**config.mk**
```make
export PLATFORM = sky130hd
export DESIGN_NAME = vrrq_ctrl
export DESIGN_NICKNAME = d
export VERILOG_FILES = /design/src/hdl/vrrq_pkg.sv /design/src/hdl/vrrq_ctrl.sv
export SDC_FILE = /design/constraint.sdc
export NUM_CORES = 1
export LEC_CHECK = 0
export ABC_CLOCK_PERIOD_IN_PS = 1800
export BUFFER_PORTS_ARGS = -buffer_cell sky130_fd_sc_hd__clkbuf_2
export CAP_MARGIN = 30
export CORE_AREA = 2 2 39 41
export CTS_BUF_LIST = sky130_fd_sc_hd__clkbuf_4 sky130_fd_sc_hd__clkbuf_8
export DETAILED_ROUTE_END_ITERATION = 8
export DIE_AREA = 0 0 41 43
export GPL_ROUTABILITY_DRIVEN = 0
export PLACE_DENSITY_LB_ADDON = 0.3
export SYNTH_ARGS = -nofsm -noshare
export SYNTH_HDL_FRONTEND = slang
export SYNTH_SLANG_ARGS = --single-unit
```
**constraint.sdc**
```tcl
create_clock -name clk -period 1.8 [get_ports clk]
set_input_delay 0.18 -clock clk [delete_from_list [all_inputs] [get_ports clk]]
set_output_delay 0.18 -clock clk [all_outputs]
set_load 0.01 [all_outputs]
```
**src/hdl/vrrq_pkg.sv**
```systemverilog
// Shared types and constants for the variable record ring queue.
// Holds the item structs, status codes and the controller/datapath command
// and flag groups. No dependencies.
package vrrq_pkg;

  localparam int RING_BYTES         = 65536;
  localparam int HEAD_AREA_BYTES    = 16;
  localparam int BLOCK_HEADER_BYTES = 32;
  localparam int DESC_DEPTH         = 2048;
  localparam int RING_MIN_BASE      = 64;
  localparam int RING_MIN           = (RING_MIN_BASE > HEAD_AREA_BYTES + BLOCK_HEADER_BYTES) ?
                                      RING_MIN_BASE : HEAD_AREA_BYTES + BLOCK_HEADER_BYTES;

  localparam int RING_W  = 17;
  localparam int OFF_W   = 18;
  localparam int LEN_W   = 16;
  localparam int ID_W    = 64;
  localparam int TYPE_W  = 8;
  localparam int CNT_W   = 12;
  localparam int DESC_AW = $clog2(DESC_DEPTH);

  localparam logic [TYPE_W-1:0] PAD_TYPE = 8'hFF;

  typedef enum logic [1:0] {
    ST_OK    = 2'd0,
    ST_FULL  = 2'd1,
    ST_EMPTY = 2'd2,
    ST_FAULT = 2'd3
  } status_t;

  typedef struct packed {
    logic              mode;
    logic [LEN_W-1:0]  rec_length;
    logic [ID_W-1:0]   rec_id;
    logic [TYPE_W-1:0] rec_type;
  } in_item_t;

  typedef struct packed {
    status_t           status;
    logic [LEN_W-1:0]  rec_offset;
    logic [LEN_W-1:0]  out_length;
    logic [ID_W-1:0]   out_id;
    logic [TYPE_W-1:0] out_type;
    logic [CNT_W-1:0]  queued_count;
  } out_item_t;

  // Commands from the controller to the datapath
  typedef struct packed {
    logic    load;
    logic    cfg_wr;
    logic    pad_wr;
    logic    wo_wrap;
    logic    rec_push;
    logic    ro_wrap;
    logic    ri_adv;
    logic    rec_pop;
    logic    finish;
    status_t fin_status;
  } cmd_t;

  // Conditions the datapath reports back
  typedef struct packed {
    logic malformed;
    logic fits;
    logic ro_at_head;
    logic ro_gt_wo;
    logic pad_room;
    logic desc_full;
    logic desc_empty;
    logic blocks;
    logic gap_small;
    logic rd_is_pad;
    logic ro_eq_wo;
  } flags_t;

endpackage

```
**src/hdl/vrrq_ctrl.sv**
```systemverilog
// Controller of the ring queue: sequences the push and pop checks and
// drives vrrq_pkg::cmd_t into the datapath from its vrrq_pkg::flags_t.
// Depends on vrrq_pkg.
module vrrq_ctrl (
  input  logic             clk,
  input  logic             rst_n,
  input  logic             start,
  input  logic             in_mode,
  input  logic             cfg_valid,
  input  vrrq_pkg::flags_t flags,
  output vrrq_pkg::cmd_t   cmd,
  output logic             busy,
  output logic             cfg_ready,
  output logic             out_strobe
);

  typedef enum logic [3:0] {
    S_IDLE,
    S_WRAP1,
    S_BLK1,
    S_WRAP2,
    S_BLK2,
    S_RD1,
    S_EQ1,
    S_RD2,
    S_EQ2,
    S_POP
  } state_t;

  state_t state_r, state_nxt;
  logic   strobe_r;

  assign busy       = state_r != S_IDLE;
  assign cfg_ready  = (state_r == S_IDLE) && !start;
  assign out_strobe = strobe_r;

  always_comb begin
    state_nxt = state_r;
    cmd       = '0;
    unique case (state_r)
      S_IDLE: begin
        cmd.cfg_wr = cfg_valid && !start;
        if (start) begin
          cmd.load  = 1'b1;
          state_nxt = in_mode ? S_RD1 : S_WRAP1;
        end
      end
      S_WRAP1, S_WRAP2: begin
        priority if (state_r == S_WRAP1 && flags.malformed) begin
          cmd.finish     = 1'b1;
          cmd.fin_status = vrrq_pkg::ST_FAULT;
        end else if (flags.fits) begin
          state_nxt = (state_r == S_WRAP1) ? S_BLK1 : S_BLK2;
        end else if (flags.ro_at_head) begin
          cmd.finish     = 1'b1;
          cmd.fin_status = vrrq_pkg::ST_FULL;
        end else if (flags.ro_gt_wo) begin
          cmd.finish     = 1'b1;
          cmd.fin_status = vrrq_pkg::ST_FAULT;
        end else if (flags.pad_room && flags.desc_full) begin
          cmd.finish     = 1'b1;
          cmd.fin_status = vrrq_pkg::ST_FULL;
        end else begin
          // wrap to the data start, padding the tail when a header fits
          cmd.pad_wr  = flags.pad_room;
          cmd.wo_wrap = 1'b1;
          state_nxt   = (state_r == S_WRAP1) ? S_BLK1 : S_BLK2;
        end
      end
      S_BLK1: begin
        if (flags.blocks) begin
          cmd.finish     = 1'b1;
          cmd.fin_status = vrrq_pkg::ST_FULL;
        end else begin
          state_nxt = S_WRAP2;
        end
      end
      S_BLK2: begin
        cmd.finish = 1'b1;
        if (flags.blocks || flags.desc_full) begin
          cmd.fin_status = vrrq_pkg::ST_FULL;
        end else begin
          cmd.rec_push   = 1'b1;
          cmd.fin_status = vrrq_pkg::ST_OK;
        end
      end
      S_RD1, S_RD2: begin
        // skip a short tail gap or a pad record ahead of the reader
        if (flags.ro_gt_wo) begin
          if (flags.gap_small) begin
            cmd.ro_wrap = 1'b1;
          end else if (!flags.desc_empty && flags.rd_is_pad) begin
            cmd.ri_adv  = 1'b1;
            cmd.ro_wrap = 1'b1;
          end
        end
        state_nxt = (state_r == S_RD1) ? S_EQ1 : S_EQ2;
      end
      S_EQ1: begin
        if (flags.ro_eq_wo) begin
          cmd.finish     = 1'b1;
          cmd.fin_status = vrrq_pkg::ST_EMPTY;
        end else begin
          state_nxt = S_RD2;
        end
      end
      S_EQ2: begin
        priority if (flags.ro_eq_wo) begin
          cmd.finish     = 1'b1;
          cmd.fin_status = vrrq_pkg::ST_EMPTY;
        end else if (flags.desc_empty) begin
          cmd.finish     = 1'b1;
          cmd.fin_status = vrrq_pkg::ST_FAULT;
        end else begin
          state_nxt = S_POP;
        end
      end
      S_POP: begin
        cmd.rec_pop    = 1'b1;
        cmd.finish     = 1'b1;
        cmd.fin_status = vrrq_pkg::ST_OK;
      end
      default: begin
        state_nxt = S_IDLE;
      end
    endcase
    if (cmd.finish) begin
      state_nxt = S_IDLE;
    end
  end

  always_ff @(posedge clk) begin
    if (!rst_n) begin
      state_r  <= S_IDLE;
      strobe_r <= 1'b0;
    end else begin
      state_r  <= state_nxt;
      strobe_r <= cmd.finish;
    end
  end

endmodule

```
==> flow_summary.yaml <==
clock_tree:
  cts_buffers: 3
  cts_buffer_depth: 2
  cts.sinks: 5
  holdBufCountCts: 0
  cts-root-buf: "clkbuf_4"
  clk_latency_ns: 0.24
  cts_max_level: 1
  cts_tree: "done"
  clk_pin_slew_ns: 0.05
yosys:
  synthArstFlopShare_pct: 0
  muxShareOfSynthArea_pct: 0
  synth_cell_types: 28
  synth-warning-count: 0
  synth_fa_ha_area_share_pct: 0
  synth-seq-cells: 5
  synth_area_per_cell_sq_um: 6.92
  synth_top_family_by_area: "simple AND/OR/NAND/NOR gates"
  synth_nets: 82
  synth_compound_area_share_pct: 20.0
  yosysTopAreaCellShare_pct: 21.9
  syn_area_sq_um: 457
  synth-simple-area-share_pct: 48.5
  syn_inst: 66
  synth_seq_area_share_pct: 21.9
  synth_edf_count: 0
  synthFlopType: "dfxtp_1"
  synthXorXnorAreaFrac_pct: 1.92
  yosysTopAreaCell: "dfxtp_1"
  yosys-top-cells-area: "dfxtp_1 22%, nand3_1 6.6%, nor3_1 6.6%"
sta:
  min_period_over_period_pct: 95.4
  worst_pin_slew_ns: 0.316
  slew_headroom_pct: 79.0
  setup_viol: 0
  rsz0062_at_grt: "false"
  max_freq_ghz: 0.582
  fin_skew_ns: 0.00400
  hold_viol_final: 0
  hold_ws_ns: 0.158
  timing.final.max_slew_violations: 0
  timing.final.crit_period_ns: 1.72
  tns_ns: 0
detailed_routing:
  route.detailed.drc: 0
  via_count: 608
  wl_per_cell_microns: 11.9
  via_per_inst: 5.15
  drtAntennaViolNets: 0
  drt_wl_total_microns: 1410
  first_pass_iters: 4
  drt-initial-drc-count: 26
global_route:
  grt_max_degree: 11
  gr-total-overflow: 0
  grt_usage_pct: 18.7
  grt_pass1_vias: 558
  grt_first_pass_wirelength_microns: 2310
  antenna_found_initial: 0
job:
  maxCapViolCount: 0
pwr:
  comb_power_share_pct: 63.7
  p_int_mw: 0.606
  p_total_mw: 1.08
  vdd_drop_max_mv: 0.666
  p_clk_share_pct: 13.5
  leakagePower_nw: 0.357
  switching_power_mw: 0.477
  powerDensity_mw_per_mm2: 1480
  pwr-share-seq_pct: 22.8
  swShare_pct: 44.1
placed_design:
  hpwl_microns: 1050
  io_buffers: 29
finish:
  drive_above_1_share_pct: 47.1
  final_core_util_pct: 52.9
  nFillCells: 138
  antenna_cells: 0
  fin_nets: 119
  areaGrowthSynthToFinish_pct: 60.3
critical_path:
  start_kind: "flop"
  cp_cell_sequence: "buf_6 > or3_4 > a32oi_2 > nand3_1 > buf_2"
  slowest_delay_ns: 0.36
  crit_required_ns: 1.62
  cp-end-kind: "output port"
  path_class: "flop to output port"
  crit_fanout: 7
  slowest_stage: "dfxtp_4"
  regToRegSetupSlack_ns: 0.29
  worst_ep_arrival_time_ns: 1.54
die:
  placementRows: 14
  core_sq_mm: 0.00138
  fp.dieW_microns: 41
  die_h_microns: 43
  die_area_sq_mm: 0.00176
  start_util_pct: 33.0
  io_pins: 30
status:
  status: "finished, final reports clean"
min_path:
  holdCritPathClass: "primary input to flop"
[what timing repair did]
action                                  4_1_cts  5_1_grt
resized for setup                             5        8
pin swaps                                     1        3
buffers inserted                              0        3
endpoints found under the setup margin        3        3
[cell usage in the layout (no fill, tap or decap), types with 2 or more instances in the layout]
master    instances
buf_4             6
and3_1            2
dfxtp_4           2
nor2_1            6
a21oi_1           5
nor3_1            6
clkbuf_4          4
nor2b_1           2
dfxtp_1           2
inv_1             4
and2_1            2
nand3_1           6
nand2_1           3
clkbuf_2         28
[layer usage]
metal | track usage (%) | part of all wire, %
met5 | 0 | 0
met4 | 6.00 | 1.0
met1 | 24.9 | 42
met3 | 3.66 | 6.0
met2 | 29.1 | 51
[registers in the layout, indices dropped and copies added, names as in the netlist]
register / flops
out_strobe: 1
state_r: 4
[per-stage QoR]
| step | setup slack (ns) | cell area (sq um) | instances |
|---|---|---|---|
| 2_1_floorplan | 0.240 | 457 | 66 |
| 3_3_place_gp | 0.224 | 632 | 111 |
| 3_5_place_dp | 0.179 | 632 | 111 |
| 4_1_cts | 0.0104 | 678 | 115 |
| 5_1_grt | 0.00781 | 732 | 118 |
| 6_report | 0.0819 | 732 | 118 |
[critical path: cells and delay by family, from the launching register on]
kind | cells | cell delay, ns
AOI/OAI and AO/OA | 1 | 0.22
DFF | 1 | 0.36
buffers and inverters | 2 | 0.28
and+or+nand+nor | 2 | 0.42
[synthesized netlist by cell type, drive strengths merged (2+ instances only)]
master	number
inv	4
nor2	7
nand3	6
or3	2
and2	2
a21oi	5
nor4b	2
a32oi	2
nor2b	3
and3	2
nand2	3
buf	4
dfxtp	5
nor3	6
[final timing paths]
| check | from | to | cells after the start |
|---|---|---|---|
| worst max register to register | state_r[0]$_SDFFE_PP0P_ | state_r[1]$_SDFFE_PP0P_ | 5 |
| worst min register to register | state_r[0]$_SDFFE_PP0P_ | state_r[0]$_SDFFE_PP0P_ | 2 |
| worst max-delay path | state_r[0]$_SDFFE_PP0P_ | cmd[2] | 5 |
| worst min-delay path | rst_n | out_strobe$_SDFF_PN0_ | 2 |
[kinds of logic after synthesis]
| kind of cell | count (synthesis) |
|---|---|
| flops | 5 |
| simple gates | 39 |
| xor+xnor | 1 |
| buf+inv | 8 |
| compound gates | 13 |
[power groups by stage]
stage                     clock, mW  combinational, mW  sequential [mW]
final                         0.146              0.690            0.247
after global routing          0.155              0.760            0.257
after CTS                     0.149              0.614            0.229
after detailed placement          0              0.600            0.217
after global placement            0              0.596            0.214
after floorplan                   0              0.431            0.171
[area by class of cell]
| class | count | area [sq um] | share of cell area [%] |
|---|---|---|---|
| clock buffers | 4 | 30.0 | 4.10 |
| repair buffers | 36 | 201 | 27.5 |
| inverters | 4 | 15.0 | 2.05 |
| well taps | 16 | 20.0 | 2.74 |
| flip-flops and latches | 5 | 109 | 14.9 |
| multi-input cells | 53 | 357 | 48.7 |
Note: power is estimated with default switching activity, not from simulation.
